--- config.mk ---
export PLATFORM = sky130hd
export DESIGN_NAME = string_to_unsigned_parser_core
export DESIGN_NICKNAME = d
export VERILOG_FILES = /design/src/hw/rtl/stu_pkg.sv /design/src/hw/rtl/string_to_unsigned_parser_core.sv /design/src/hw/rtl/stu_step.sv
export SDC_FILE = /design/constraint.sdc
export NUM_CORES = 2
export LEC_CHECK = 0
export BUFFER_PORTS_ARGS = -buffer_cell sky130_fd_sc_hd__buf_2
export CORE_MARGIN = 3
export CORE_UTILIZATION = 59
export DETAILED_ROUTE_END_ITERATION = 16
export PLACE_DENSITY = 0.8
export SYNTH_ARGS = -nofsm -noshare
export SYNTH_HDL_FRONTEND = slang
export SYNTH_HIERARCHICAL = 1
export SYNTH_SLANG_ARGS = --single-unit
--- constraint.sdc ---
create_clock -name clk -period 11.5 [get_ports clk]
set_input_delay 0.575 -clock clk [delete_from_list [all_inputs] [get_ports clk]]
set_output_delay 0.575 -clock clk [all_outputs]
set_load 0.02 [all_outputs]
--- src/hw/rtl/stu_pkg.sv ---
// Package for the string to unsigned parser: widths, phase and status codes,
// parse state and result structs, and the character class helpers.
// No dependencies.
package stu_pkg;

    localparam int VALUE_WIDTH  = 64;
    localparam int OFFSET_WIDTH = 16;
    localparam int BASE_WIDTH   = 6;
    localparam int CHAR_WIDTH   = 8;
    localparam int STATUS_WIDTH = 2;
    localparam int PROD_WIDTH   = VALUE_WIDTH + BASE_WIDTH;

    localparam logic [OFFSET_WIDTH-1:0] OFFSET_MAX = {OFFSET_WIDTH{1'b1}};
    localparam logic [VALUE_WIDTH-1:0]  VALUE_MAX  = {VALUE_WIDTH{1'b1}};

    localparam logic [BASE_WIDTH-1:0] BASE_AUTO = 6'd0;
    localparam logic [BASE_WIDTH-1:0] BASE_ONE  = 6'd1;
    localparam logic [BASE_WIDTH-1:0] BASE_OCT  = 6'd8;
    localparam logic [BASE_WIDTH-1:0] BASE_DEC  = 6'd10;
    localparam logic [BASE_WIDTH-1:0] BASE_HEX  = 6'd16;
    localparam logic [BASE_WIDTH-1:0] BASE_MAX  = 6'd36;

    localparam logic [CHAR_WIDTH-1:0] CH_TAB   = 8'h09;
    localparam logic [CHAR_WIDTH-1:0] CH_CR    = 8'h0D;
    localparam logic [CHAR_WIDTH-1:0] CH_SPACE = 8'h20;
    localparam logic [CHAR_WIDTH-1:0] CH_PLUS  = 8'h2B;
    localparam logic [CHAR_WIDTH-1:0] CH_MINUS = 8'h2D;
    localparam logic [CHAR_WIDTH-1:0] CH_ZERO  = 8'h30;
    localparam logic [CHAR_WIDTH-1:0] CH_NINE  = 8'h39;
    localparam logic [CHAR_WIDTH-1:0] CH_UA    = 8'h41;
    localparam logic [CHAR_WIDTH-1:0] CH_UZ    = 8'h5A;
    localparam logic [CHAR_WIDTH-1:0] CH_LA    = 8'h61;
    localparam logic [CHAR_WIDTH-1:0] CH_LZ    = 8'h7A;
    localparam logic [CHAR_WIDTH-1:0] CH_UX    = 8'h58;
    localparam logic [CHAR_WIDTH-1:0] CH_LX    = 8'h78;

    typedef enum logic [2:0] {
        PH_IDLE,
        PH_LEAD,
        PH_SIGN,
        PH_ZERO,
        PH_X,
        PH_DIGITS
    } phase_t;

    typedef enum logic [STATUS_WIDTH-1:0] {
        ST_OK        = 2'd0,
        ST_NO_DIGITS = 2'd1,
        ST_BAD_BASE  = 2'd2,
        ST_OVERFLOW  = 2'd3
    } status_t;

    typedef struct packed {
        phase_t                  phase;
        logic [VALUE_WIDTH-1:0]  accumulator;
        logic                    negative;
        logic [BASE_WIDTH-1:0]   active_base;
        logic [OFFSET_WIDTH-1:0] position;
        logic [OFFSET_WIDTH-1:0] zero_end;
        logic                    overflowed;
        logic                    digit_seen;
    } parse_state_t;

    typedef struct packed {
        logic [VALUE_WIDTH-1:0]  value;
        logic [OFFSET_WIDTH-1:0] end_offset;
        status_t                 status;
    } parse_result_t;

    // Returns {is_alnum, digit value}; digit value is 0..35.
    function automatic logic [BASE_WIDTH:0] digit_of(input logic [CHAR_WIDTH-1:0] c);
        logic [BASE_WIDTH:0] r;
        r = '0;
        if (c >= CH_ZERO && c <= CH_NINE) begin
            r = {1'b1, BASE_WIDTH'(c - CH_ZERO)};
        end else if (c >= CH_UA && c <= CH_UZ) begin
            r = {1'b1, BASE_WIDTH'(c - CH_UA + 8'd10)};
        end else if (c >= CH_LA && c <= CH_LZ) begin
            r = {1'b1, BASE_WIDTH'(c - CH_LA + 8'd10)};
        end
        return r;
    endfunction

    function automatic logic is_space(input logic [CHAR_WIDTH-1:0] c);
        return (c == CH_SPACE) || (c >= CH_TAB && c <= CH_CR);
    endfunction

endpackage

--- src/hw/rtl/string_to_unsigned_parser_core.sv ---
// Top level of the string to unsigned parser: input register, parse state,
// result register and the base register. Depends on stu_pkg and stu_step.
//
// Feed one character per request; first = 1 starts a new string and latches
// number_base (0 auto-detects the radix, 2..36 fixes it). The block takes one
// character every cycle unless in_stall holds it while the result register is
// full and stalled. A character is held in the input register and is parsed on
// the way into the result register; the cycle time is set by the 64 by 6 bit
// multiply-add with its overflow check on the accumulator.
// One result per string: value, end_offset and status (ok, no digits,
// invalid base, overflow). Write number_base only while no string is in flight.
module string_to_unsigned_parser_core
    import stu_pkg::*;
(
    input  logic                     clk,
    input  logic                     rst_n,
    input  logic                     number_base_we,
    input  logic [BASE_WIDTH-1:0]    number_base,
    input  logic                     in_valid,
    output logic                     in_stall,
    input  logic [CHAR_WIDTH-1:0]    char_code,
    input  logic                     first,
    output logic                     out_valid,
    input  logic                     out_stall,
    output logic [VALUE_WIDTH-1:0]   value,
    output logic [OFFSET_WIDTH-1:0]  end_offset,
    output logic [STATUS_WIDTH-1:0]  status
);

    logic                  in_valid_reg;
    logic [CHAR_WIDTH-1:0] char_reg;
    logic                  first_reg;
    logic [BASE_WIDTH-1:0] base_reg;
    parse_state_t          state_reg;
    parse_state_t          state_next;
    logic                  out_valid_reg;
    parse_result_t         result_reg;
    parse_result_t         result_next;
    logic                  emit;
    logic                  advance;

    stu_step u_step (
        .cur       (state_reg),
        .char_code (char_reg),
        .first     (first_reg),
        .cfg_base  (base_reg),
        .nxt       (state_next),
        .emit      (emit),
        .res       (result_next)
    );

    // The parse stage moves whenever the result register is free or being drained.
    assign advance  = !out_valid_reg || !out_stall;
    assign in_stall = in_valid_reg && !advance;

    always_ff @(posedge clk or negedge rst_n)
    begin
        if (!rst_n) begin
            in_valid_reg  <= 1'b0;
            base_reg      <= BASE_AUTO;
            state_reg     <= '{phase: PH_IDLE, accumulator: '0, negative: 1'b0,
                               active_base: '0, position: '0, zero_end: '0,
                               overflowed: 1'b0, digit_seen: 1'b0};
            out_valid_reg <= 1'b0;
        end else begin
            if (number_base_we) begin
                base_reg <= number_base;
            end
            if (!in_stall) begin
                in_valid_reg <= in_valid;
            end
            if (advance) begin
                out_valid_reg <= in_valid_reg && emit;
                if (in_valid_reg) begin
                    state_reg <= state_next;
                end
            end
        end
    end

    always_ff @(posedge clk)
    begin
        if (in_valid && !in_stall) begin
            char_reg  <= char_code;
            first_reg <= first;
        end
        if (advance && in_valid_reg && emit) begin
            result_reg <= result_next;
        end
    end

    assign out_valid  = out_valid_reg;
    assign value      = result_reg.value;
    assign end_offset = result_reg.end_offset;
    assign status     = result_reg.status;

`ifndef SYNTHESIS
    a_stall_only_on_full_output: assert property (@(posedge clk) disable iff (!rst_n)
        in_stall |-> (out_valid_reg && out_stall))
        else $error("input stalled while result register could drain");

    a_result_from_parse_stage: assert property (@(posedge clk) disable iff (!rst_n)
        $rose(out_valid_reg) |-> $past(in_valid_reg))
        else $error("result appeared with no character in the parse stage");

    a_overflow_saturates: assert property (@(posedge clk) disable iff (!rst_n)
        (out_valid_reg && result_reg.status == ST_OVERFLOW) |-> (result_reg.value == VALUE_MAX))
        else $error("overflow result not saturated");

    a_empty_results_zero: assert property (@(posedge clk) disable iff (!rst_n)
        (out_valid_reg && (result_reg.status == ST_NO_DIGITS ||
                           result_reg.status == ST_BAD_BASE))
        |-> (result_reg.value == '0 && result_reg.end_offset == '0))
        else $error("no-digit or bad-base result carries a value");

    a_idle_after_result: assert property (@(posedge clk) disable iff (!rst_n)
        $rose(out_valid_reg) |-> (state_reg.phase == PH_IDLE))
        else $error("parse still active after its result");
`endif

endmodule

--- src/hw/rtl/stu_step.sv ---
// Next-state and result logic for one character of the parser.
// Purely combinational; depends on stu_pkg.
module stu_step
    import stu_pkg::*;
(
    input  parse_state_t            cur,
    input  logic [CHAR_WIDTH-1:0]   char_code,
    input  logic                    first,
    input  logic [BASE_WIDTH-1:0]   cfg_base,
    output parse_state_t            nxt,
    output logic                    emit,
    output parse_result_t           res
);

    logic [OFFSET_WIDTH-1:0] p;
    logic                    go;
    logic                    do_finish;
    logic [OFFSET_WIDTH-1:0] finish_off;
    logic [BASE_WIDTH:0]     dig;
    logic [PROD_WIDTH-1:0]   prod;

    always_comb
    begin
        nxt        = cur;
        emit       = 1'b0;
        res        = '{value: '0, end_offset: '0, status: ST_OK};
        p          = '0;
        go         = 1'b0;
        do_finish  = 1'b0;
        finish_off = '0;
        dig        = digit_of(char_code);
        prod       = '0;

        if (first) begin
            nxt.phase       = PH_LEAD;
            nxt.accumulator = '0;
            nxt.negative    = 1'b0;
            nxt.active_base = cfg_base;
            nxt.position    = '0;
            nxt.zero_end    = '0;
            nxt.overflowed  = 1'b0;
            nxt.digit_seen  = 1'b0;
            if (cfg_base == BASE_ONE || cfg_base > BASE_MAX) begin
                emit       = 1'b1;
                res.status = ST_BAD_BASE;
                nxt.phase  = PH_IDLE;
            end
        end

        if (!emit && nxt.phase != PH_IDLE) begin
            p  = nxt.position;
            go = 1'b1;
            if (nxt.position != OFFSET_MAX) begin
                nxt.position = nxt.position + 1'b1;
            end

            if (nxt.phase == PH_LEAD) begin
                if (is_space(char_code)) begin
                    go = 1'b0;
                end else begin
                    nxt.phase = PH_SIGN;
                    if (char_code == CH_PLUS) begin
                        go = 1'b0;
                    end else if (char_code == CH_MINUS) begin
                        nxt.negative = 1'b1;
                        go           = 1'b0;
                    end
                end
            end

            if (go) begin
                case (nxt.phase)
                    PH_SIGN:
                    begin
                        if (char_code == CH_ZERO &&
                            (nxt.active_base == BASE_AUTO || nxt.active_base == BASE_HEX)) begin
                            nxt.digit_seen = 1'b1;
                            nxt.zero_end   = nxt.position;
                            nxt.phase      = PH_ZERO;
                            go             = 1'b0;
                        end else begin
                            if (nxt.active_base == BASE_AUTO) begin
                                nxt.active_base = BASE_DEC;
                            end
                            nxt.phase = PH_DIGITS;
                        end
                    end
                    PH_ZERO:
                    begin
                        if (char_code == CH_LX || char_code == CH_UX) begin
                            nxt.active_base = BASE_HEX;
                            nxt.phase       = PH_X;
                            go              = 1'b0;
                        end else begin
                            if (nxt.active_base == BASE_AUTO) begin
                                nxt.active_base = BASE_OCT;
                            end
                            nxt.phase = PH_DIGITS;
                        end
                    end
                    PH_X:
                    begin
                        // "0x" with no hex digit: the zero alone is the number
                        if (!dig[BASE_WIDTH] || dig[BASE_WIDTH-1:0] >= BASE_HEX) begin
                            nxt.accumulator = '0;
                            do_finish       = 1'b1;
                            finish_off      = nxt.zero_end;
                            go              = 1'b0;
                        end else begin
                            nxt.phase = PH_DIGITS;
                        end
                    end
                    default:
                    begin
                    end
                endcase
            end

            if (go) begin
                if (!dig[BASE_WIDTH] || dig[BASE_WIDTH-1:0] >= nxt.active_base) begin
                    do_finish  = 1'b1;
                    finish_off = p;
                end else begin
                    nxt.digit_seen = 1'b1;
                    if (!nxt.overflowed) begin
                        // acc * base + d exceeds the value range exactly when it overflows
                        prod = PROD_WIDTH'(nxt.accumulator) * PROD_WIDTH'(nxt.active_base)
                             + PROD_WIDTH'(dig[BASE_WIDTH-1:0]);
                        if (prod[PROD_WIDTH-1:VALUE_WIDTH] != '0) begin
                            nxt.overflowed  = 1'b1;
                            nxt.accumulator = VALUE_MAX;
                        end else begin
                            nxt.accumulator = prod[VALUE_WIDTH-1:0];
                        end
                    end
                end
            end

            if (do_finish) begin
                emit      = 1'b1;
                nxt.phase = PH_IDLE;
                if (!nxt.digit_seen) begin
                    res.status = ST_NO_DIGITS;
                end else if (nxt.overflowed) begin
                    res.value      = VALUE_MAX;
                    res.end_offset = finish_off;
                    res.status     = ST_OVERFLOW;
                end else begin
                    res.value      = nxt.negative ? (VALUE_WIDTH'(0) - nxt.accumulator)
                                                  : nxt.accumulator;
                    res.end_offset = finish_off;
                    res.status     = ST_OK;
                end
            end
        end
    end

endmodule

==> flow_summary.json <==
{
  "power_switching_share_pct": 55.2,
  "synth_area_leaders": "fa_1 (19%), dfrtp_1 (11%), edfxtp_1 (10%), ha_1 (7.5%), nor2_1 (7.4%)",
  "cts.path.max_buffers": 3,
  "synth_area_mm2": 0.0270,
  "synth_seq_cells": 207,
  "drt_first_iter_violations": 3077,
  "avgViaCountPerCell": 6.80,
  "synth-edff-count": 91,
  "setup_ws_ns": 0.363,
  "numPortBuffers": 103,
  "insertedDiodeCount": 0,
  "synthToLayoutAreaGrowth_pct": 8.67,
  "ys_top_cells_by_count": "nor2_1 (535), nand2_1 (306), fa_1 (252), a21oi_1 (204), o21ai_0 (198)",
  "die_w_um": 220,
  "p_switching_mw": 3.93,
  "p_comb_share_pct": 73.4,
  "clkTransAtPathRegs_ns": 0.06,
  "tightestPinTransition_ns": 1.26,
  "leakagePower_nw": 13.6,
  "dieHeight_um": 220,
  "antenna_left": 0,
  "cpPeakStageDelay_ns": 0.99,
  "nFillCells": 3782,
  "yosysMostFrequentCell": "nor2_1",
  "ctsHtreeMaxLevel": 1,
  "overflow": 0,
  "pwr-share-clk_pct": 10.6,
  "cp_slowest_cell": "o21ai_0",
  "wl_mm": 93.9,
  "start_util_pct": 60.5,
  "rows": 77,
  "end_kind": "flip-flop",
  "drive_above_1_share_pct": 14.3,
  "min_path_type": "in2async",
  "fmax_mhz": 89.8,
  "irDropWorstVdd_mv": 0.158,
  "synth_flop_cell": "dfrtp_1",
  "place_ws_ns": -0.248,
  "ys_seq_area_share_pct": 20.8,
  "hold_viol": 0,
  "syn-instance-count": 3175,
  "drcViolationCount": 0,
  "fin_nets": 3658,
  "relSlewSlack_pct": 14.9,
  "antenna_found_initial": 1,
  "cap_violations": 0,
  "synth_fp_nets": 3610,
  "crit_required_ns": 11.75,
  "wl_per_cell_um": 24.5,
  "synth_cell_types": 97,
  "cts_tree": "yes",
  "vias": 26100,
  "gp_congestion": 1.07,
  "fin_cells": 3833,
  "power.internal_mw": 3.19,
  "grt_pass1_vias": 25500,
  "grt_max_degree": 84,
  "coreArea_mm2": 0.0447,
  "start_kind": "flip-flop",
  "cts.sinks": 207,
  "critPathArrivalTime_ns": 11.39,
  "pwr-share-seq_pct": 15.9,
  "die_area_mm2": 0.0484,
  "io_pins": 104,
  "hpwlAfterDp_mm": 71.3,
  "drv_slew": 0,
  "path_common_cell": "inv_1",
  "yosysTopAreaCell": "fa_1",
  "finalInstanceArea_mm2": 0.0294,
  "clk_latency_ns": 0.56,
  "path_class": "reg2reg",
  "cts_inserted_buffers": 24,
  "setup_violations": 0,
  "grt_use_total_pct": 38.6,
  "largest_reg_flops": 108,
  "cts_root_buffer": "clkbuf_16",
  "clock_skew_ns": 0.0286,
  "crit_path_max_fanout": 15,
  "rrSetupSlack_ns": 0.36,
  "finalCritPeriodShare_pct": 96.8,
  "grt_pass1_wl_mm": 145,
  "dp_cells": 3781,
  "holdWs_ns": 0.192,
  "run_status": "finished, final reports clean",
  "yosysWarnings": 6,
  "syn_avg_cell_area_um2": 8.52,
  "power_density_mw_per_mm2": 243,
  "postPlaceCellArea_mm2": 0.0284,
  "synth_top_area_share_pct": 18.7,
  "first_pass_iters": 9,
  "synthArstFlopShare_pct": 56.0,
  "period_minus_slack_ns": 11.14,
  "rsz0062_at_grt": "true"
}
## worst max-delay path: cells and delay by family (launching register included)
family                   cells  cell delay (ns)
AO/OA/AOI/OAI               10             3.73
XOR/XNOR                     1             0.14
adder cells (fa/ha/maj)      6             2.33
buffers and inverters        6             0.70
flip-flops                   1             0.43
AND/OR/NAND/NOR             12             3.50
## worst paths after layout
path,end,depth (start not counted),startpoint
worst max-delay path,value[62]$_DFFE_PP_,35,first_reg$_DFFE_PP_
worst min-delay path,state_reg[58]$_DFFE_PN0P_,1,rst_n
worst max register to register,value[62]$_DFFE_PP_,35,first_reg$_DFFE_PP_
worst min register to register,state_reg[64]$_DFFE_PN0P_,1,state_reg[64]$_DFFE_PN0P_
max in group asynchronous,state_reg[91]$_DFFE_PN0P_,2,rst_n
min in group clk,char_reg[7]$_DFFE_PP_,1,char_code[7]
## placed cells by master (no fill, tap or decap), types with 13 or more instances in the layout
cell       count
mux2i_1       14
nor3_1        54
a21o_1        33
o21a_1        17
nand2_1      306
o22ai_1       15
edfxtp_1      91
a31oi_1       26
or2_2         21
o21ai_0      195
or3_1         21
dfrtp_1      116
xor2_1        59
clkbuf_16     24
nand4_1       51
o211ai_1      14
buf_2        102
and2_1        13
a21oi_1      201
nor2b_1       39
nor2_1       532
a211oi_1      23
a22oi_1       33
mux2_4        20
xnor2_1       65
nor4_1        18
ha_1         162
fa_1         252
inv_1         86
and3_1        42
nand3_1      104
mux2_2       101
buf_4        111
## power groups by stage
stage          combinational [mW]  sequential [mW]  clock [mW]
2_1_floorplan                3.37             1.18           0
3_3_place_gp                 4.89             1.13           0
3_5_place_dp                 4.97             1.14           0
4_1_cts                      5.03             1.13       0.768
5_1_grt                      5.64             1.15       0.796
6_report                     5.23             1.13       0.758
## per-stage QoR
stage,TNS [ns],utilization (%),power [mW]
2_1_floorplan,0,-,4.55
3_3_place_gp,0,63.6,6.03
3_5_place_dp,-1.02,63.6,6.11
4_1_cts,0,65.3,6.92
5_1_grt,-0.0515,65.7,7.59
6_report,0,65.7,7.13
## timing repair
action                     CTS  global route
cloned                       1             0
setup buffers                0             7
pin swaps                    0             5
resized for setup            2            31
hold buffers                 0             0
setup endpoints to repair   11            41
## logic make-up (layout without fill, tap and decap cells)
kind of cell,Yosys count,after routing,share of synthesized area (%)
flops,207,207,20.8
simple gates,1283,1283,21.8
xor+xnor,124,124,4.02
buf+inv,287,352,4.29
mux,135,135,5.83
compound gates,724,725,17.1
fa+ha+maj,415,415,26.2
## area by class of cell
class	count	area (um^2)	area share, %
Clock buffer	31	647	2.20
Clock inverter	13	114	0.387
Inverter	88	332	1.13
Multi-Input combinational cell	2682	20500	69.6
Sequential cell	207	5640	19.2
Tap cell	592	741	2.52
Timing Repair Buffer	220	1450	4.94
## metal layers
metal	GRT usage (%)	share of wire [%]
met4	17.0	5.3
met1	51.4	39
met2	59.6	44
met5	0	0
met3	10.1	12
Power figures use the tool's default switching activity.
